## src/hdl/text_console_writer_assert.svh

```systemverilog
// Assertion macros for the text console writer.
// Included by the modules that check their own logic; expects clk and rst_n in scope.
`ifndef TEXT_CONSOLE_WRITER_ASSERT_SVH
`define TEXT_CONSOLE_WRITER_ASSERT_SVH

// Check a property on every rising edge outside reset
`define TCW_CHECK(label, prop, msg) \
    label: assert property (@(posedge clk) disable iff (!rst_n) prop) else $error(msg);

// Check that a condition is followed in the next cycle by another
`define TCW_CHECK_NEXT(label, pre, post, msg) \
    label: assert property (@(posedge clk) disable iff (!rst_n) pre |=> post) else $error(msg);

`endif

```

## src/hdl/tcw_pkg.sv

```systemverilog
// Shared types, codes and helper functions for the text console writer.
// No dependencies; the stage modules and the top level import this package.
package tcw_pkg;

    // Offset width and derived types
    localparam int POS_BITS = 16;
    typedef logic [POS_BITS-1:0] pos_t;
    typedef logic signed [POS_BITS:0] diff_t;

    // Screen geometry
    localparam int   CELL_BYTES   = 2;
    localparam int   TAB_CELLS    = 4;
    localparam pos_t ROW_BYTES    = POS_BITS'(160);
    localparam pos_t STEP_BYTES   = POS_BITS'(CELL_BYTES);
    localparam pos_t TAB_BYTES    = POS_BITS'(CELL_BYTES * TAB_CELLS);
    localparam diff_t SCROLL_LIMIT = diff_t'(4000);

    // Row division: x / 160 = (x >> 5) / 5, the /5 done by reciprocal multiply
    localparam int HI_BITS   = POS_BITS - 5;
    localparam int PROD_BITS = HI_BITS + 15;
    localparam logic [14:0] DIV5_RECIP = 15'd13108;
    localparam int DIV5_SHIFT = 16;

    // CRT byte extraction
    localparam int CRT_HI_SHIFT = 9;
    localparam int CRT_LO_SHIFT = 1;

    // Command codes
    localparam logic [2:0] CMD_PUT         = 3'd0;
    localparam logic [2:0] CMD_SCROLL_UP   = 3'd1;
    localparam logic [2:0] CMD_SCROLL_DOWN = 3'd2;
    localparam logic [2:0] CMD_LEFT        = 3'd3;
    localparam logic [2:0] CMD_RIGHT       = 3'd4;

    // Special characters
    localparam logic [7:0] CH_BACKSPACE = 8'h08;
    localparam logic [7:0] CH_TAB       = 8'h09;
    localparam logic [7:0] CH_NEWLINE   = 8'h0A;
    localparam logic [7:0] CH_BLANK     = 8'h20;

    // Result kinds
    localparam logic [1:0] KIND_CELL   = 2'd0;
    localparam logic [1:0] KIND_CRT    = 2'd1;
    localparam logic [1:0] KIND_STATUS = 2'd2;

    // CRT register codes
    localparam logic [1:0] CRT_CURSOR_HI = 2'd0;
    localparam logic [1:0] CRT_CURSOR_LO = 2'd1;
    localparam logic [1:0] CRT_START_HI  = 2'd2;
    localparam logic [1:0] CRT_START_LO  = 2'd3;

    // Operation classes passed from the command stage to the scroll stage
    localparam logic [1:0] OP_MOVE        = 2'd0;
    localparam logic [1:0] OP_SCROLL_UP   = 2'd1;
    localparam logic [1:0] OP_SCROLL_DOWN = 2'd2;
    localparam logic [1:0] OP_STATUS      = 2'd3;

    localparam logic [7:0] ATTR_RESET = 8'd7;

    // Decoded command, cursor already moved
    typedef struct packed {
        logic [1:0] op;
        logic       err;
        logic [2:0] n_cells;
        logic [7:0] cell_char;
        pos_t       cell_base;
        pos_t       cursor;
    } cmd_rec_t;

    // Everything needed to list the results of one transaction
    typedef struct packed {
        logic       status_en;
        logic       err;
        logic       cursor_en;
        logic       start_en;
        logic [2:0] n_cells;
        logic [7:0] cell_char;
        pos_t       cell_base;
        pos_t       cursor;
        pos_t       start;
        logic [3:0] count;
    } plan_t;

    // Start of the row holding a byte offset
    function automatic pos_t row_base(input pos_t pos);
        logic [HI_BITS-1:0]   hi;
        logic [PROD_BITS-1:0] prod;
        pos_t                 q;
        hi   = pos[POS_BITS-1:5];
        prod = PROD_BITS'(hi) * PROD_BITS'(DIV5_RECIP);
        q    = POS_BITS'(prod >> DIV5_SHIFT);
        return (q << 7) + (q << 5);
    endfunction

    // Byte written to a CRT high or low register
    function automatic logic [7:0] crt_byte(input pos_t value, input logic high);
        return high ? 8'(value >> CRT_HI_SHIFT) : 8'(value >> CRT_LO_SHIFT);
    endfunction

endpackage

```

## src/hdl/tcw_cmd_if.sv

```systemverilog
// Command channel of the text console writer: valid/ready plus command payload.
// No dependencies.
interface tcw_cmd_if;
    logic       valid;
    logic       ready;
    logic [2:0] command;
    logic [7:0] char_code;

    modport source (output valid, output command, output char_code, input ready);
    modport sink   (input valid, input command, input char_code, output ready);
endinterface

```

## src/hdl/tcw_res_if.sv

```systemverilog
// Result channel of the text console writer: valid/ready plus one result item.
// No dependencies.
interface tcw_res_if;
    logic        valid;
    logic        ready;
    logic [1:0]  kind;
    logic [15:0] cell_offset;
    logic [7:0]  cell_char;
    logic [7:0]  cell_attribute;
    logic [1:0]  crt_register;
    logic [7:0]  crt_value;
    logic        error;
    logic        last;

    modport source (output valid, output kind, output cell_offset, output cell_char,
                    output cell_attribute, output crt_register, output crt_value,
                    output error, output last, input ready);
    modport sink   (input valid, input kind, input cell_offset, input cell_char,
                    input cell_attribute, input crt_register, input crt_value,
                    input error, input last, output ready);
endinterface

```

## src/hdl/tcw_cmd_stage.sv

```systemverilog
// Command stage: input register, command decode and cursor offset register.
// Depends on tcw_pkg and tcw_cmd_if.
module tcw_cmd_stage
    import tcw_pkg::*;
(
    input  logic      clk,
    input  logic      rst_n,
    tcw_cmd_if.sink   cmd,
    output logic      rec_valid,
    input  logic      rec_ready,
    output cmd_rec_t  rec
);

    logic       in_valid_reg;
    logic [2:0] in_command_reg;
    logic [7:0] in_char_reg;
    pos_t       cursor_reg;
    logic       rec_valid_reg;
    cmd_rec_t   rec_reg;
    cmd_rec_t   rec_next;
    logic       advance;
    logic       back_blocked;

    // Move on when the decoded record slot is free or draining
    assign advance   = in_valid_reg && (!rec_valid_reg || rec_ready);
    assign cmd.ready = !in_valid_reg || advance;
    assign rec_valid = rec_valid_reg;
    assign rec       = rec_reg;

    assign back_blocked = (cursor_reg < STEP_BYTES);

    // Decode the command and work out the new cursor
    always_comb
    begin
        rec_next           = '0;
        rec_next.op        = OP_STATUS;
        rec_next.cell_base = cursor_reg;
        rec_next.cursor    = cursor_reg;
        case (in_command_reg)
            CMD_PUT:
            begin
                case (in_char_reg)
                    CH_NEWLINE:
                    begin
                        rec_next.op     = OP_MOVE;
                        rec_next.cursor = row_base(cursor_reg) + ROW_BYTES;
                    end
                    CH_TAB:
                    begin
                        rec_next.op        = OP_MOVE;
                        rec_next.n_cells   = 3'(TAB_CELLS);
                        rec_next.cell_char = CH_BLANK;
                        rec_next.cursor    = cursor_reg + TAB_BYTES;
                    end
                    CH_BACKSPACE:
                    begin
                        if (back_blocked)
                        begin
                            rec_next.err = 1'b1;
                        end
                        else
                        begin
                            rec_next.op     = OP_MOVE;
                            rec_next.cursor = cursor_reg - STEP_BYTES;
                        end
                    end
                    default:
                    begin
                        rec_next.op        = OP_MOVE;
                        rec_next.n_cells   = 3'd1;
                        rec_next.cell_char = in_char_reg;
                        rec_next.cursor    = cursor_reg + STEP_BYTES;
                    end
                endcase
            end
            CMD_SCROLL_UP:
            begin
                rec_next.op = OP_SCROLL_UP;
            end
            CMD_SCROLL_DOWN:
            begin
                rec_next.op = OP_SCROLL_DOWN;
            end
            CMD_LEFT:
            begin
                if (back_blocked)
                begin
                    rec_next.err = 1'b1;
                end
                else
                begin
                    rec_next.op     = OP_MOVE;
                    rec_next.cursor = cursor_reg - STEP_BYTES;
                end
            end
            CMD_RIGHT:
            begin
                rec_next.op     = OP_MOVE;
                rec_next.cursor = cursor_reg + STEP_BYTES;
            end
            default:
            begin
                rec_next.op = OP_STATUS;
            end
        endcase
    end

    // Control state and cursor
    always_ff @(posedge clk or negedge rst_n)
    begin
        if (!rst_n)
        begin
            in_valid_reg  <= 1'b0;
            rec_valid_reg <= 1'b0;
            cursor_reg    <= '0;
        end
        else
        begin
            if (cmd.ready)
            begin
                in_valid_reg <= cmd.valid;
            end
            if (!rec_valid_reg || rec_ready)
            begin
                rec_valid_reg <= in_valid_reg;
            end
            if (advance)
            begin
                cursor_reg <= rec_next.cursor;
            end
        end
    end

    // Payload registers
    always_ff @(posedge clk)
    begin
        if (cmd.valid && cmd.ready)
        begin
            in_command_reg <= cmd.command;
            in_char_reg    <= cmd.char_code;
        end
        if (advance)
        begin
            rec_reg <= rec_next;
        end
    end

endmodule

```

## src/hdl/tcw_scroll_stage.sv

```systemverilog
// Scroll stage: display start register, scroll check and per-transaction result plan.
// Depends on tcw_pkg and the assertion macro header.
`include "text_console_writer_assert.svh"

module tcw_scroll_stage
    import tcw_pkg::*;
(
    input  logic     clk,
    input  logic     rst_n,
    input  logic     rec_valid,
    output logic     rec_ready,
    input  cmd_rec_t rec,
    output logic     plan_valid,
    output plan_t    plan,
    input  logic     plan_done
);

    pos_t  start_reg;
    logic  plan_valid_reg;
    plan_t plan_reg;
    plan_t plan_next;
    pos_t  cursor_row;
    diff_t row_gap;
    logic  need_scroll;
    pos_t  start_up;
    pos_t  start_down;
    logic  load;

    // Free once the sequencer hands over the last result
    assign rec_ready  = !plan_valid_reg || plan_done;
    assign load       = rec_valid && rec_ready;
    assign plan_valid = plan_valid_reg;
    assign plan       = plan_reg;

    // Scroll check on the moved cursor's row
    assign cursor_row  = row_base(rec.cursor);
    assign row_gap     = diff_t'({1'b0, cursor_row}) - diff_t'({1'b0, start_reg});
    assign need_scroll = (row_gap >= SCROLL_LIMIT);
    assign start_up    = start_reg - ROW_BYTES;
    assign start_down  = start_reg + ROW_BYTES;

    // Build the plan for this transaction
    always_comb
    begin
        plan_next           = '0;
        plan_next.n_cells   = rec.n_cells;
        plan_next.cell_char = rec.cell_char;
        plan_next.cell_base = rec.cell_base;
        plan_next.cursor    = rec.cursor;
        plan_next.start     = start_reg;
        case (rec.op)
            OP_MOVE:
            begin
                plan_next.cursor_en = 1'b1;
                plan_next.start_en  = need_scroll;
                if (need_scroll)
                begin
                    plan_next.start = start_down;
                end
            end
            OP_SCROLL_UP:
            begin
                plan_next.n_cells = '0;
                if (start_reg < ROW_BYTES)
                begin
                    plan_next.status_en = 1'b1;
                end
                else
                begin
                    plan_next.start_en = 1'b1;
                    plan_next.start    = start_up;
                end
            end
            OP_SCROLL_DOWN:
            begin
                plan_next.n_cells  = '0;
                plan_next.start_en = 1'b1;
                plan_next.start    = start_down;
            end
            default:
            begin
                plan_next.n_cells   = '0;
                plan_next.status_en = 1'b1;
                plan_next.err       = rec.err;
            end
        endcase
        if (plan_next.status_en)
        begin
            plan_next.count = 4'd1;
        end
        else
        begin
            plan_next.count = 4'(plan_next.n_cells)
                            + (plan_next.cursor_en ? 4'd2 : 4'd0)
                            + (plan_next.start_en ? 4'd2 : 4'd0);
        end
    end

    // Control state and start offset
    always_ff @(posedge clk or negedge rst_n)
    begin
        if (!rst_n)
        begin
            plan_valid_reg <= 1'b0;
            start_reg      <= '0;
        end
        else
        begin
            if (rec_ready)
            begin
                plan_valid_reg <= rec_valid;
            end
            if (load)
            begin
                start_reg <= plan_next.start;
            end
        end
    end

    // Plan payload
    always_ff @(posedge clk)
    begin
        if (load)
        begin
            plan_reg <= plan_next;
        end
    end

    `TCW_CHECK(status_alone, plan_valid_reg |-> !(plan_reg.status_en && (plan_reg.cursor_en || plan_reg.start_en || plan_reg.n_cells != 3'd0)), "status result mixed with other results")

endmodule

```

## src/hdl/tcw_result_seq.sv

```systemverilog
// Result sequencer: walks the held plan and presents each of its results in turn.
// Depends on tcw_pkg, tcw_res_if and the assertion macro header.
`include "text_console_writer_assert.svh"

module tcw_result_seq
    import tcw_pkg::*;
(
    input  logic       clk,
    input  logic       rst_n,
    input  logic       plan_valid,
    input  plan_t      plan,
    input  logic [7:0] attribute,
    output logic       plan_done,
    tcw_res_if.source  res
);

    logic [2:0] idx_reg;
    logic [2:0] crt_idx;
    logic [1:0] crt_sel;
    pos_t       crt_src;
    pos_t       cell_pos;
    logic       is_cell;
    logic       is_last;
    logic       fire;

    assign fire      = res.valid && res.ready;
    assign is_last   = ((4'(idx_reg) + 4'd1) == plan.count);
    assign plan_done = fire && is_last;

    // Locate the current result inside the plan
    assign is_cell  = (idx_reg < plan.n_cells);
    assign crt_idx  = idx_reg - plan.n_cells;
    assign crt_sel  = plan.cursor_en ? crt_idx[1:0] : (crt_idx[1:0] + CRT_START_HI);
    assign crt_src  = (crt_sel == CRT_CURSOR_HI || crt_sel == CRT_CURSOR_LO)
                    ? plan.cursor : plan.start;
    assign cell_pos = plan.cell_base + (pos_t'(idx_reg) << 1);

    // Drive the result fields
    always_comb
    begin
        res.valid          = plan_valid;
        res.kind           = KIND_STATUS;
        res.cell_offset    = '0;
        res.cell_char      = '0;
        res.cell_attribute = '0;
        res.crt_register   = '0;
        res.crt_value      = '0;
        res.error          = 1'b0;
        res.last           = is_last;
        if (plan.status_en)
        begin
            res.error = plan.err;
        end
        else if (is_cell)
        begin
            res.kind           = KIND_CELL;
            res.cell_offset    = 16'(cell_pos);
            res.cell_char      = plan.cell_char;
            res.cell_attribute = attribute;
        end
        else
        begin
            res.kind         = KIND_CRT;
            res.crt_register = crt_sel;
            res.crt_value    = crt_byte(crt_src,
                                        crt_sel == CRT_CURSOR_HI || crt_sel == CRT_START_HI);
        end
    end

    // Advance through the plan, restart after the last result
    always_ff @(posedge clk or negedge rst_n)
    begin
        if (!rst_n)
        begin
            idx_reg <= '0;
        end
        else if (fire)
        begin
            idx_reg <= is_last ? 3'd0 : idx_reg + 3'd1;
        end
    end

    `TCW_CHECK(count_in_range, plan_valid |-> (plan.count != 4'd0 && plan.count <= 4'd8), "result count out of range")
    `TCW_CHECK(index_below_count, plan_valid |-> (4'(idx_reg) < plan.count), "result index past plan end")
    `TCW_CHECK_NEXT(index_steps, fire && !is_last, (idx_reg == 3'($past(idx_reg) + 3'd1)), "result index did not advance")

endmodule

```

## src/hdl/text_console_writer.sv

```systemverilog
// Top level of the text console writer: attribute register and the three stages.
// Depends on tcw_pkg, tcw_cmd_if, tcw_res_if, tcw_cmd_stage, tcw_scroll_stage, tcw_result_seq.
//
//  channel    | direction | handshake          | payload
//  -----------+-----------+--------------------+------------------------------------------
//  cmd        | in        | valid / ready      | command, char_code
//  res        | out       | valid / ready      | kind, cell_offset, cell_char, cell_attribute,
//             |           |                    | crt_register, crt_value, error, last
//  attribute  | in        | attribute_we       | attribute_wdata (8 bits)
//
// A command passes an input register, a decode stage and a plan register before its
// first result is valid. Each command then holds the result port until all of its 1 to 8
// results (a tab with scroll is the longest) are taken, one at a time through the
// single-result output port. Later commands are accepted and decoded meanwhile.
// Reset clears cursor and start offsets to zero and the attribute to 7; back-pressure on
// res stalls all stages in place with nothing lost.
module text_console_writer
    import tcw_pkg::*;
(
    input  logic       clk,
    input  logic       rst_n,
    tcw_cmd_if.sink    cmd,
    tcw_res_if.source  res,
    input  logic       attribute_we,
    input  logic [7:0] attribute_wdata
);

    logic [7:0] attribute_reg;
    logic       rec_valid;
    logic       rec_ready;
    cmd_rec_t   rec;
    logic       plan_valid;
    plan_t      plan;
    logic       plan_done;

    // Hold the colour attribute
    always_ff @(posedge clk or negedge rst_n)
    begin
        if (!rst_n)
        begin
            attribute_reg <= ATTR_RESET;
        end
        else if (attribute_we)
        begin
            attribute_reg <= attribute_wdata;
        end
    end

    tcw_cmd_stage u_cmd_stage (
        .clk       (clk),
        .rst_n     (rst_n),
        .cmd       (cmd),
        .rec_valid (rec_valid),
        .rec_ready (rec_ready),
        .rec       (rec)
    );

    tcw_scroll_stage u_scroll_stage (
        .clk        (clk),
        .rst_n      (rst_n),
        .rec_valid  (rec_valid),
        .rec_ready  (rec_ready),
        .rec        (rec),
        .plan_valid (plan_valid),
        .plan       (plan),
        .plan_done  (plan_done)
    );

    tcw_result_seq u_result_seq (
        .clk        (clk),
        .rst_n      (rst_n),
        .plan_valid (plan_valid),
        .plan       (plan),
        .attribute  (attribute_reg),
        .plan_done  (plan_done),
        .res        (res)
    );

endmodule
```

## src/flat_wrapper.sv

```systemverilog
// flat-port wrapper written by rule: the top's interface ports become plain ports
module text_console_writer_flat import tcw_pkg::*;
  (clk, rst_n, attribute_we, attribute_wdata, cmd_valid, cmd_command, cmd_char_code, cmd_ready, res_valid, res_kind, res_cell_offset, res_cell_char, res_cell_attribute, res_crt_register, res_crt_value, res_error, res_last, res_ready);
  tcw_cmd_if cmd_i ();
  tcw_res_if res_i ();
  input  logic clk;
  input  logic rst_n;
  input  logic attribute_we;
  input  logic [7:0] attribute_wdata;
  input wire logic [$bits(cmd_i.valid)-1:0] cmd_valid;
  input wire logic [$bits(cmd_i.command)-1:0] cmd_command;
  input wire logic [$bits(cmd_i.char_code)-1:0] cmd_char_code;
  output wire logic [$bits(cmd_i.ready)-1:0] cmd_ready;
  output wire logic [$bits(res_i.valid)-1:0] res_valid;
  output wire logic [$bits(res_i.kind)-1:0] res_kind;
  output wire logic [$bits(res_i.cell_offset)-1:0] res_cell_offset;
  output wire logic [$bits(res_i.cell_char)-1:0] res_cell_char;
  output wire logic [$bits(res_i.cell_attribute)-1:0] res_cell_attribute;
  output wire logic [$bits(res_i.crt_register)-1:0] res_crt_register;
  output wire logic [$bits(res_i.crt_value)-1:0] res_crt_value;
  output wire logic [$bits(res_i.error)-1:0] res_error;
  output wire logic [$bits(res_i.last)-1:0] res_last;
  input wire logic [$bits(res_i.ready)-1:0] res_ready;
  assign cmd_i.valid = cmd_valid;
  assign cmd_i.command = cmd_command;
  assign cmd_i.char_code = cmd_char_code;
  assign cmd_ready = cmd_i.ready;
  assign res_valid = res_i.valid;
  assign res_kind = res_i.kind;
  assign res_cell_offset = res_i.cell_offset;
  assign res_cell_char = res_i.cell_char;
  assign res_cell_attribute = res_i.cell_attribute;
  assign res_crt_register = res_i.crt_register;
  assign res_crt_value = res_i.crt_value;
  assign res_error = res_i.error;
  assign res_last = res_i.last;
  assign res_i.ready = res_ready;
  text_console_writer u_core (.clk(clk), .rst_n(rst_n), .cmd(cmd_i), .res(res_i), .attribute_we(attribute_we), .attribute_wdata(attribute_wdata));
endmodule
```

## config.mk

```make
export PLATFORM = sky130hd
export DESIGN_NAME = text_console_writer_flat
export DESIGN_NICKNAME = d
export VERILOG_FILES = /design/src/hdl/tcw_pkg.sv /design/src/hdl/tcw_cmd_if.sv /design/src/hdl/tcw_res_if.sv /design/src/hdl/tcw_cmd_stage.sv /design/src/hdl/tcw_scroll_stage.sv /design/src/hdl/tcw_result_seq.sv /design/src/hdl/text_console_writer.sv /design/src/flat_wrapper.sv
export VERILOG_INCLUDE_DIRS = /design/src /design/src/hdl
export SDC_FILE = /design/constraint.sdc
export NUM_CORES = 1
export LEC_CHECK = 0
export ABC_AREA = 1
export BUFFER_PORTS_ARGS = -buffer_cell sky130_fd_sc_hd__clkbuf_2
export CAP_MARGIN = 20
export CORE_MARGIN = 3
export CORE_UTILIZATION = 37
export CTS_CLUSTER_SIZE = 12
export DETAILED_ROUTE_END_ITERATION = 10
export GPL_TIMING_DRIVEN = 0
export SLEW_MARGIN = 25
export SYNTH_ARGS = -nofsm -noshare
export SYNTH_HDL_FRONTEND = slang
export SYNTH_HIERARCHICAL = 1
export SYNTH_SLANG_ARGS = --single-unit
```

## constraint.sdc

```tcl
create_clock -name clk -period 14.5 [get_ports clk]
set_clock_uncertainty 0.15 [all_clocks]
set_input_delay 2.175 -clock clk [delete_from_list [all_inputs] [get_ports clk]]
set_output_delay 2.175 -clock clk [all_outputs]
set_load 0.05 [all_outputs]
```

==> flow_results.xml, run 1 <==
<?xml version="1.0" encoding="UTF-8"?>
<metrics>
  <group name="cts">
    <metric name="clock_sinks" unit="">156</metric>
    <metric name="cts_tree" unit="">built</metric>
    <metric name="htree_levels" unit="">4</metric>
    <metric name="cts_root_buffer" unit="">sky130_fd_sc_hd__clkbuf_16</metric>
    <metric name="post_cts_buffers" unit="">0</metric>
    <metric name="ctsHoldBuffers" unit="">0</metric>
    <metric name="insertion_delay" unit="ps">430</metric>
    <metric name="worst_setup_hold_path_clk_slew" unit="ps">70</metric>
    <metric name="cts_buffers" unit="">17</metric>
    <metric name="clock_path_buffers" unit="">2</metric>
    <metric name="cts_resized" unit="">0</metric>
  </group>
  <group name="setup_path">
    <metric name="crit_path_max_incr_delay" unit="ps">580</metric>
    <metric name="timing.critical_path.max_delay_family" unit="">adder cells</metric>
    <metric name="worst-endpoint-arrival" unit="ps">8220</metric>
    <metric name="timing.setup.critical_path_class" unit="">reg -&gt; reg</metric>
    <metric name="cp-startpoint" unit="">u_core/u_cmd_stage/rec[10]</metric>
    <metric name="crit_path_end_kind" unit="">flip-flop</metric>
    <metric name="worst-path-buf-inv" unit="">10</metric>
    <metric name="worst_ep_required_time" unit="ps">14520</metric>
    <metric name="crit_path_start_kind" unit="">flip-flop</metric>
    <metric name="cpMaxStageDelayCell" unit="">sky130_fd_sc_hd__edfxtp_1</metric>
    <metric name="rr_startpoint" unit="">u_core/u_cmd_stage/rec[10]</metric>
    <metric name="timing.critical_path.fanout_max" unit="">10</metric>
  </group>
  <group name="final_layout">
    <metric name="multiInputGateArea" unit="mm2">0.00935</metric>
    <metric name="layout_nets" unit="">2364</metric>
    <metric name="finish.utilization" unit="%">41.8</metric>
    <metric name="fill_cells" unit="">4153</metric>
    <metric name="ff_latch_area" unit="mm2">0.00448</metric>
    <metric name="synthToLayoutAreaGrowth" unit="%">10.8</metric>
    <metric name="post_layout_nonfiller_instances" unit="">2630</metric>
    <metric name="number_of_flip_flops_in_the_largest_register" unit="">60</metric>
    <metric name="diodes" unit="">0</metric>
    <metric name="drive_gt1_share" unit="%">11.5</metric>
  </group>
  <group name="die">
    <metric name="die-width" unit="um">211</metric>
    <metric name="initial_cell_density_of_the_core" unit="%">37.7</metric>
    <metric name="top_level_ports" unit="">72</metric>
    <metric name="row_count" unit="">74</metric>
    <metric name="die_area" unit="mm2">0.0444</metric>
    <metric name="die_span_in_y" unit="um">211</metric>
    <metric name="core-area" unit="mm2">0.0411</metric>
  </group>
  <group name="run">
    <metric name="cap_violations" unit="">0</metric>
  </group>
  <group name="global_routing">
    <metric name="overflow_left_after_global_routing" unit="">0</metric>
    <metric name="global_route_wire_length_before_repair" unit="mm">64.3</metric>
    <metric name="number_of_global_route_vias_before_repair" unit="">12591</metric>
    <metric name="globalRouteTotalUtil" unit="%">17.9</metric>
    <metric name="grt_max_degree" unit="">42</metric>
    <metric name="antenna_found_initial" unit="">0</metric>
  </group>
  <group name="sta">
    <metric name="setup_violations" unit="">0</metric>
    <metric name="maxSlewHeadroom" unit="%">54.3</metric>
    <metric name="worst-slew-pin-transition" unit="ps">679</metric>
    <metric name="final.period_utilization" unit="%">56.5</metric>
    <metric name="rsz0062_at_grt" unit="">false</metric>
    <metric name="worst_hold_slack" unit="ps">262</metric>
    <metric name="fmax" unit="GHz">0.122</metric>
    <metric name="maxSlewViolCount" unit="">0</metric>
    <metric name="report.final.hold_viol_count" unit="">0</metric>
    <metric name="fin_tns_setup" unit="ps">0</metric>
    <metric name="timing.final.crit_period" unit="ps">8200</metric>
  </group>
  <group name="placement">
    <metric name="buffers_on_ports" unit="">70</metric>
    <metric name="dp_hpwl" unit="mm">32.4</metric>
    <metric name="placedCellCount" unit="">2598</metric>
    <metric name="routabilityCongestion" unit="">0.951</metric>
  </group>
  <group name="detailed_routing">
    <metric name="drc_viols" unit="">0</metric>
    <metric name="routedWlPerCell" unit="um">15.0</metric>
    <metric name="drt-initial-drc-count" unit="">1035</metric>
    <metric name="dr_total_vias" unit="">12965</metric>
    <metric name="drtPass1Iterations" unit="">6</metric>
    <metric name="vias_per_cell" unit="">4.93</metric>
    <metric name="route.final.wire_length" unit="mm">39.4</metric>
    <metric name="detail-route-antenna-nets" unit="">0</metric>
  </group>
  <group name="logic_synthesis">
    <metric name="synth_cell_area" unit="mm2">0.0155</metric>
    <metric name="synthesis.area_per_instance" unit="um2">7.79</metric>
    <metric name="syn-instance-count" unit="">1991</metric>
    <metric name="synth_warnings" unit="">6</metric>
  </group>
  <group name="run_status">
    <metric name="outcome" unit="">finished clean</metric>
  </group>
  <group name="min_path">
    <metric name="worstHoldStart" unit="">u_core/u_cmd_stage/rec[24]</metric>
    <metric name="hold_crit_path_type" unit="">reg -&gt; reg</metric>
  </group>
</metrics>
-- routing by layer --
| layer | global-route usage, % | vias up | wire length (um) |
|---|---|---|---|
| met5 | 0 | - | 0 |
| met4 | 4.13 | 0 | 698 |
| met3 | 1.93 | 48 | 1730 |
| met2 | 29.7 | 300 | 18300 |
| met1 | 25.4 | 6091 | 18700 |
| li1 | - | 6526 | - |
-- worst paths after layout --
kind,end,slack (ps),depth (start not counted)
setup / recovery,u_core/u_scroll_stage/plan[2],6300,42
hold / removal,u_core/u_scroll_stage/plan[44],260,0
setup reg to reg,u_core/u_scroll_stage/plan[2],6300,42
hold reg to reg,u_core/u_scroll_stage/plan[44],260,0
max in group asynchronous,u_core/u_cmd_stage/cursor_reg[0],12060,1
min in group asynchronous,u_core/u_scroll_stage/start_reg[13],1650,1
-- cell usage in the layout, fill, tap and decap left out, types with 8 or more instances in the layout --
cell / instances
sky130_fd_sc_hd__clkbuf_16: 17
sky130_fd_sc_hd__nand2_2: 22
sky130_fd_sc_hd__clkbuf_2: 70
sky130_fd_sc_hd__inv_1: 360
sky130_fd_sc_hd__o21ai_0: 41
sky130_fd_sc_hd__nor3_1: 18
sky130_fd_sc_hd__fa_1: 65
sky130_fd_sc_hd__inv_2: 24
sky130_fd_sc_hd__nand3b_1: 8
sky130_fd_sc_hd__o21ai_1: 18
sky130_fd_sc_hd__o211ai_1: 11
sky130_fd_sc_hd__xor2_1: 43
sky130_fd_sc_hd__o21bai_1: 8
sky130_fd_sc_hd__edfxtp_1: 115
sky130_fd_sc_hd__nor2_4: 8
sky130_fd_sc_hd__nor2_1: 156
sky130_fd_sc_hd__buf_6: 8
sky130_fd_sc_hd__nand4_1: 15
sky130_fd_sc_hd__ha_1: 190
sky130_fd_sc_hd__nand2_1: 518
sky130_fd_sc_hd__buf_4: 13
sky130_fd_sc_hd__nand3_2: 17
sky130_fd_sc_hd__dfrtp_1: 38
sky130_fd_sc_hd__xnor2_1: 11
sky130_fd_sc_hd__nor2_2: 12
sky130_fd_sc_hd__nand3_1: 136
sky130_fd_sc_hd__a21oi_1: 66
-- layout make-up --
cell class / count / share of cell area, %
Inverter: 385 / 8.43
Buffer: 33 / 1.42
Sequential cell: 156 / 26.1
Clock buffer: 17 / 2.48
Timing Repair Buffer: 72 / 2.29
Tap cell: 532 / 3.87
Multi-Input combinational cell: 1420 / 54.4
Clock inverter: 15 / 1.01
-- through the flow --
stage	area [um2]	setup slack [ps]
2_1_floorplan	15500	7200
6_report	17200	6300
4_1_cts	17200	6290
5_1_grt	17200	5580
3_5_place_dp	16600	6310
3_3_place_gp	16500	6330
-- worst reg2reg max path, delay by kind of cell, from the launching register on --
family	cells	cell delay, ps
compound gates	5	810
flops	1	580
simple gates	16	1280
xor+xnor	1	190
fa+ha+maj	10	4190
buf+inv	10	740
Power of run 1 is not shown: default switching activity piles up to over one toggle a cycle in this logic, so the estimate is an artifact.
==> run 2: changes to the inputs <==
Clock period 14.5 ns to 7.9 ns, I/O delays scaled along.
==> run 2 against run 1 <==
  * Register-to-register slack worse by 5900 ps
  * Sequential cell count did not move
  * Worst hold slack barely moved
  * Critical endpoint unchanged
  * Routed wire length rose by 2.4%
==> flow_results.xml, run 2 (synthesis gave the netlist of run 1 again) <==
<?xml version="1.0" encoding="UTF-8"?>
<metrics>
  <group name="die">
    <metric name="top_level_ports" unit="">72</metric>
    <metric name="die_area" unit="mm2">0.0444</metric>
    <metric name="row_count" unit="">74</metric>
    <metric name="core-area" unit="mm2">0.0411</metric>
    <metric name="die-width" unit="um">211</metric>
    <metric name="initial_cell_density_of_the_core" unit="%">37.7</metric>
    <metric name="die_span_in_y" unit="um">211</metric>
  </group>
  <group name="cts">
    <metric name="cts_tree" unit="">built</metric>
    <metric name="clock_sinks" unit="">156</metric>
    <metric name="insertion_delay" unit="ps">430</metric>
    <metric name="clock_path_buffers" unit="">2</metric>
    <metric name="cts_root_buffer" unit="">sky130_fd_sc_hd__clkbuf_16</metric>
    <metric name="cts_buffers" unit="">17</metric>
    <metric name="htree_levels" unit="">4</metric>
    <metric name="worst_setup_hold_path_clk_slew" unit="ps">70</metric>
  </group>
  <group name="final_layout">
    <metric name="layout_nets" unit="">2392</metric>
    <metric name="mostFrequentLayoutCells" unit="">sky130_fd_sc_hd__nand2_1, sky130_fd_sc_hd__inv_1, sky130_fd_sc_hd__ha_1</metric>
    <metric name="synthToLayoutAreaGrowth" unit="%">14.3</metric>
    <metric name="fill_cells" unit="">4102</metric>
    <metric name="diodes" unit="">0</metric>
    <metric name="post_layout_nonfiller_instances" unit="">2658</metric>
    <metric name="drive_gt1_share" unit="%">15.6</metric>
    <metric name="ff_latch_area" unit="mm2">0.00448</metric>
    <metric name="multiInputGateArea" unit="mm2">0.00968</metric>
    <metric name="number_of_flip_flops_in_the_largest_register" unit="">60</metric>
    <metric name="mostFrequentLayoutCell" unit="">sky130_fd_sc_hd__nand2_1</metric>
  </group>
  <group name="detailed_routing">
    <metric name="vias_per_cell" unit="">4.91</metric>
    <metric name="routedWlPerCell" unit="um">15.2</metric>
    <metric name="route.final.wire_length" unit="mm">40.4</metric>
    <metric name="drt-initial-drc-count" unit="">867</metric>
    <metric name="drc_viols" unit="">0</metric>
    <metric name="drtPass1Iterations" unit="">7</metric>
    <metric name="detail-route-antenna-nets" unit="">0</metric>
    <metric name="dr_total_vias" unit="">13059</metric>
  </group>
  <group name="placement">
    <metric name="buffers_on_ports" unit="">70</metric>
    <metric name="placedCellCount" unit="">2598</metric>
    <metric name="pre_cts_slack" unit="ps">-288</metric>
    <metric name="dp_hpwl" unit="mm">32.4</metric>
    <metric name="routabilityCongestion" unit="">0.951</metric>
  </group>
  <group name="sta">
    <metric name="setup_violations" unit="">0</metric>
    <metric name="maxSlewViolCount" unit="">0</metric>
    <metric name="timing.final.crit_period" unit="ps">7520</metric>
    <metric name="worst-slew-pin-transition" unit="ps">689</metric>
    <metric name="maxSlewHeadroom" unit="%">54.1</metric>
    <metric name="fin_ws" unit="ps">376</metric>
    <metric name="final.period_utilization" unit="%">95.2</metric>
    <metric name="report.final.hold_viol_count" unit="">0</metric>
    <metric name="rsz0062_at_grt" unit="">true</metric>
    <metric name="fin_tns_setup" unit="ps">0</metric>
    <metric name="fmax" unit="GHz">0.133</metric>
  </group>
  <group name="setup_path">
    <metric name="crit_path_end_kind" unit="">flip-flop</metric>
    <metric name="timing.critical_path.fanout_max" unit="">10</metric>
    <metric name="crit_path_start_kind" unit="">flip-flop</metric>
    <metric name="critical_path.most_common_cell" unit="">sky130_fd_sc_hd__nand2_1</metric>
    <metric name="worst-endpoint-arrival" unit="ps">7540</metric>
    <metric name="cpMaxStageDelayCell" unit="">sky130_fd_sc_hd__fa_2</metric>
    <metric name="crit_path_max_incr_delay" unit="ps">550</metric>
    <metric name="regToRegSetupSlack" unit="ps">380</metric>
    <metric name="timing.setup.critical_path_class" unit="">reg -&gt; reg</metric>
    <metric name="worst_ep_required_time" unit="ps">7920</metric>
  </group>
  <group name="global_routing">
    <metric name="globalRouteTotalUtil" unit="%">18.1</metric>
    <metric name="gr-max-usage-layer" unit="">met2</metric>
    <metric name="use_met2" unit="%">30.0</metric>
    <metric name="overflow_left_after_global_routing" unit="">0</metric>
    <metric name="antenna_found_initial" unit="">0</metric>
    <metric name="number_of_global_route_vias_before_repair" unit="">12614</metric>
    <metric name="global_route_wire_length_before_repair" unit="mm">64.6</metric>
    <metric name="use_met1" unit="%">25.5</metric>
    <metric name="met3_resource_use_gr" unit="%">1.93</metric>
    <metric name="grt_max_degree" unit="">42</metric>
  </group>
  <group name="run_status">
    <metric name="outcome" unit="">finished clean</metric>
  </group>
  <group name="min_path">
    <metric name="hold_crit_path_type" unit="">reg -&gt; reg</metric>
  </group>
  <group name="run">
    <metric name="cap_violations" unit="">0</metric>
  </group>
</metrics>
==> run 2: cell count changes in the layout (fill, tap and decap cells not counted), moves of 7 or more <==
cell                      previous run  this run
sky130_fd_sc_hd__ha_1              190       175
sky130_fd_sc_hd__a21oi_1            66        55
sky130_fd_sc_hd__inv_1             360       353
sky130_fd_sc_hd__buf_4              13        41
sky130_fd_sc_hd__a21oi_2             1        10
sky130_fd_sc_hd__inv_2              24        31
sky130_fd_sc_hd__nand2_1           518       504
sky130_fd_sc_hd__ha_4                0        12
sky130_fd_sc_hd__nand2_2            22        33
==> run 2: cell type report <==
type | count | area share, %
buffer | 33 | 1.40
clock inverter | 15 | 0.981
sequential | 156 | 25.3
multi-input combinational | 1420 | 54.6
clock buffer | 17 | 2.40
inverter | 385 | 8.17
timing repair buffer | 100 | 3.40
tap | 532 | 3.76
==> run 2: what timing repair did <==
| item | CTS | global route |
|---|---|---|
| cloned | 0 | 0 |
| setup endpoints to repair | 3 | 24 |
| endpoints found under the hold margin | 0 | 0 |
| buffers inserted | 4 | 24 |
| resized for setup | 6 | 64 |
| pin swaps | 3 | 26 |
| hold buffers | 0 | 0 |
==> run 2: worst max-delay path, delay by kind of cell, from the launching register on <==
family | cells | cell delay [ps]
simple gates | 16 | 1250
flops | 1 | 540
xor+xnor | 1 | 150
buf+inv | 13 | 930
fa+ha+maj | 10 | 3720
compound gates | 4 | 510
==> run 2: worst paths after layout <==
path                                       startpoint  cells past startpoint                             endpoint
max                        u_core/u_cmd_stage/rec[14]                     44        u_core/u_scroll_stage/plan[2]
min                        u_core/u_cmd_stage/rec[24]                      0       u_core/u_scroll_stage/plan[44]
max reg2reg                u_core/u_cmd_stage/rec[14]                     44        u_core/u_scroll_stage/plan[2]
min reg2reg                u_core/u_cmd_stage/rec[24]                      0       u_core/u_scroll_stage/plan[44]
max in group asynchronous                       rst_n                      1    u_core/u_cmd_stage/cursor_reg[10]
min in group asynchronous                       rst_n                      1  u_core/u_scroll_stage/start_reg[13]
==> run 2: stage by stage <==
step	instance area [um2]	util (%)	hold WS, ps
global placement	16500	40.2	251
finish	17700	43.1	262
floorplan	15500	-	250
global route	17700	43.1	272
CTS	17300	42.0	264
detailed placement	16600	40.3	255
==> run 2: routing by layer <==
metal  part of all wire (%)  routed length, um
met1                     47              18900
met2                     46              18700
met3                    4.6               1840
met4                    2.1                849
met5                      0                  0
Power of run 2 is left out for the same reason.
==> run 3: changes to the inputs <==
Settings changed: MAX_ROUTING_LAYER from default to met4.
==> run 3 against run 2 <==
  * Core utilization fell by 0.15 points
  * Via count about the same
  * Critical endpoint unchanged
  * Routed wire length up 0.64%
  * Register-to-register slack lost 80 ps
==> flow_results.xml, run 3 (synthesis gave the netlist of run 1 again) <==
<?xml version="1.0" encoding="UTF-8"?>
<metrics>
  <group name="run_status">
    <metric name="outcome" unit="">finished clean</metric>
  </group>
  <group name="global_routing">
    <metric name="antenna_found_initial" unit="">1</metric>
    <metric name="number_of_global_route_vias_before_repair" unit="">12585</metric>
    <metric name="grt_max_degree" unit="">54</metric>
    <metric name="overflow_left_after_global_routing" unit="">0</metric>
    <metric name="gr-max-usage-layer" unit="">met2</metric>
    <metric name="globalRouteTotalUtil" unit="%">18.8</metric>
    <metric name="met3_resource_use_gr" unit="%">2.29</metric>
    <metric name="use_met1" unit="%">25.6</metric>
    <metric name="use_met2" unit="%">30.4</metric>
    <metric name="global_route_wire_length_before_repair" unit="mm">64.9</metric>
  </group>
  <group name="final_layout">
    <metric name="mostFrequentLayoutCell" unit="">sky130_fd_sc_hd__nand2_1</metric>
    <metric name="multiInputGateArea" unit="mm2">0.00970</metric>
    <metric name="number_of_flip_flops_in_the_largest_register" unit="">60</metric>
    <metric name="mostFrequentLayoutCells" unit="">sky130_fd_sc_hd__nand2_1, sky130_fd_sc_hd__inv_1, sky130_fd_sc_hd__ha_1</metric>
    <metric name="diodes" unit="">0</metric>
    <metric name="ff_latch_area" unit="mm2">0.00449</metric>
    <metric name="drive_gt1_share" unit="%">15.5</metric>
    <metric name="final_area" unit="mm2">0.0177</metric>
    <metric name="layout_nets" unit="">2382</metric>
    <metric name="synthToLayoutAreaGrowth" unit="%">13.9</metric>
    <metric name="fill_cells" unit="">4161</metric>
  </group>
  <group name="detailed_routing">
    <metric name="drc_viols" unit="">0</metric>
    <metric name="drt-initial-drc-count" unit="">898</metric>
    <metric name="detail-route-antenna-nets" unit="">0</metric>
    <metric name="routedWlPerCell" unit="um">15.3</metric>
    <metric name="vias_per_cell" unit="">4.93</metric>
    <metric name="drtPass1Iterations" unit="">5</metric>
    <metric name="dr_total_vias" unit="">13055</metric>
    <metric name="route.final.wire_length" unit="mm">40.6</metric>
  </group>
  <group name="run">
    <metric name="cap_violations" unit="">0</metric>
  </group>
  <group name="setup_path">
    <metric name="crit_path_end_kind" unit="">flip-flop</metric>
    <metric name="cpMaxStageDelayCell" unit="">sky130_fd_sc_hd__edfxtp_1</metric>
    <metric name="worst-endpoint-arrival" unit="ps">7620</metric>
    <metric name="timing.setup.critical_path_class" unit="">reg -&gt; reg</metric>
    <metric name="crit_path_start_kind" unit="">flip-flop</metric>
    <metric name="critical_path.most_common_cell" unit="">sky130_fd_sc_hd__inv_1</metric>
    <metric name="worst_ep_required_time" unit="ps">7920</metric>
    <metric name="timing.critical_path.fanout_max" unit="">5</metric>
    <metric name="crit_path_max_incr_delay" unit="ps">530</metric>
  </group>
  <group name="cts">
    <metric name="clock_sinks" unit="">156</metric>
    <metric name="cts_buffers" unit="">17</metric>
    <metric name="cts_root_buffer" unit="">sky130_fd_sc_hd__clkbuf_16</metric>
    <metric name="clock_path_buffers" unit="">2</metric>
    <metric name="worst_setup_hold_path_clk_slew" unit="ps">70</metric>
    <metric name="insertion_delay" unit="ps">430</metric>
    <metric name="cts_tree" unit="">built</metric>
    <metric name="htree_levels" unit="">4</metric>
  </group>
  <group name="die">
    <metric name="core-area" unit="mm2">0.0411</metric>
    <metric name="die-width" unit="um">211</metric>
    <metric name="row_count" unit="">74</metric>
    <metric name="die_area" unit="mm2">0.0444</metric>
    <metric name="initial_cell_density_of_the_core" unit="%">37.7</metric>
    <metric name="die_span_in_y" unit="um">211</metric>
    <metric name="top_level_ports" unit="">72</metric>
  </group>
  <group name="sta">
    <metric name="fmax" unit="GHz">0.132</metric>
    <metric name="timing.final.crit_period" unit="ps">7600</metric>
    <metric name="report.final.hold_viol_count" unit="">0</metric>
    <metric name="maxSlewHeadroom" unit="%">50.0</metric>
    <metric name="fin_ws" unit="ps">295</metric>
    <metric name="final.period_utilization" unit="%">96.3</metric>
    <metric name="rsz0062_at_grt" unit="">true</metric>
    <metric name="worst-slew-pin-transition" unit="ps">751</metric>
    <metric name="setup_violations" unit="">0</metric>
    <metric name="maxSlewViolCount" unit="">0</metric>
  </group>
  <group name="placement">
    <metric name="pre_cts_slack" unit="ps">-411</metric>
    <metric name="routabilityCongestion" unit="">0.943</metric>
    <metric name="dp_hpwl" unit="mm">32.8</metric>
    <metric name="dpl_cell_area" unit="mm2">0.0166</metric>
    <metric name="buffers_on_ports" unit="">70</metric>
  </group>
  <group name="min_path">
    <metric name="hold_crit_path_type" unit="">reg -&gt; reg</metric>
  </group>
</metrics>
==> run 3: final cells by class <==
type                       count  share of cell area, %
clock buffer                  17                   2.41
timing repair buffer          90                   2.92
sequential                   156                   25.4
buffer                        33                   1.43
multi-input combinational   1420                   54.9
tap                          532                   3.77
clock inverter                15                  0.935
inverter                     385                   8.20
==> run 3: critical path, delay by kind of cell, from the launching register on <==
family          cells  cell delay (ps)
buf+inv            10              710
flops               1              530
xor+xnor            1              150
compound gates      2              280
fa+ha+maj          10             3890
simple gates       17             1580
==> run 3: final timing paths <==
| path | from | endpoint | slack [ps] | cells after the start |
|---|---|---|---|---|
| setup / recovery | u_core/u_cmd_stage/rec[14] | u_core/u_scroll_stage/plan[2] | 300 | 40 |
| hold / removal | u_core/u_cmd_stage/rec[16] | u_core/u_scroll_stage/plan[36] | 260 | 0 |
| setup reg to reg | u_core/u_cmd_stage/rec[14] | u_core/u_scroll_stage/plan[2] | 300 | 40 |
| hold reg to reg | u_core/u_cmd_stage/rec[16] | u_core/u_scroll_stage/plan[36] | 260 | 0 |
| max in group asynchronous | rst_n | u_core/u_cmd_stage/cursor_reg[12] | 6450 | 1 |
| min in group asynchronous | rst_n | u_core/u_scroll_stage/start_reg[13] | 650 | 1 |
==> run 3: routing by layer <==
layer,vias up,routed length (um)
met5,-,0
met4,0,589
met3,42,1890
met2,315,19300
met1,6141,18900
li1,6557,-
==> run 3: stage by stage <==
step	hold slack, ps	setup TNS [ps]	utilization (%)	std cells
3_5_place_dp	255	-861	40.3	2597
2_1_floorplan	250	0	-	1994
5_1_grt	266	-88.0	43.0	2648
4_1_cts	262	0	41.9	2632
6_report	262	0	43.0	2648
3_3_place_gp	250	-570	40.2	2596
==> run 3: what timing repair did <==
| item | 4_1_cts | 5_1_grt |
|---|---|---|
| hold buffers | 0 | 0 |
| gates resized for setup | 8 | 73 |
| pin swaps | 4 | 29 |
| endpoints found under the setup margin | 3 | 28 |
| buffers inserted | 3 | 16 |
Power of run 3 is left out for the same reason.
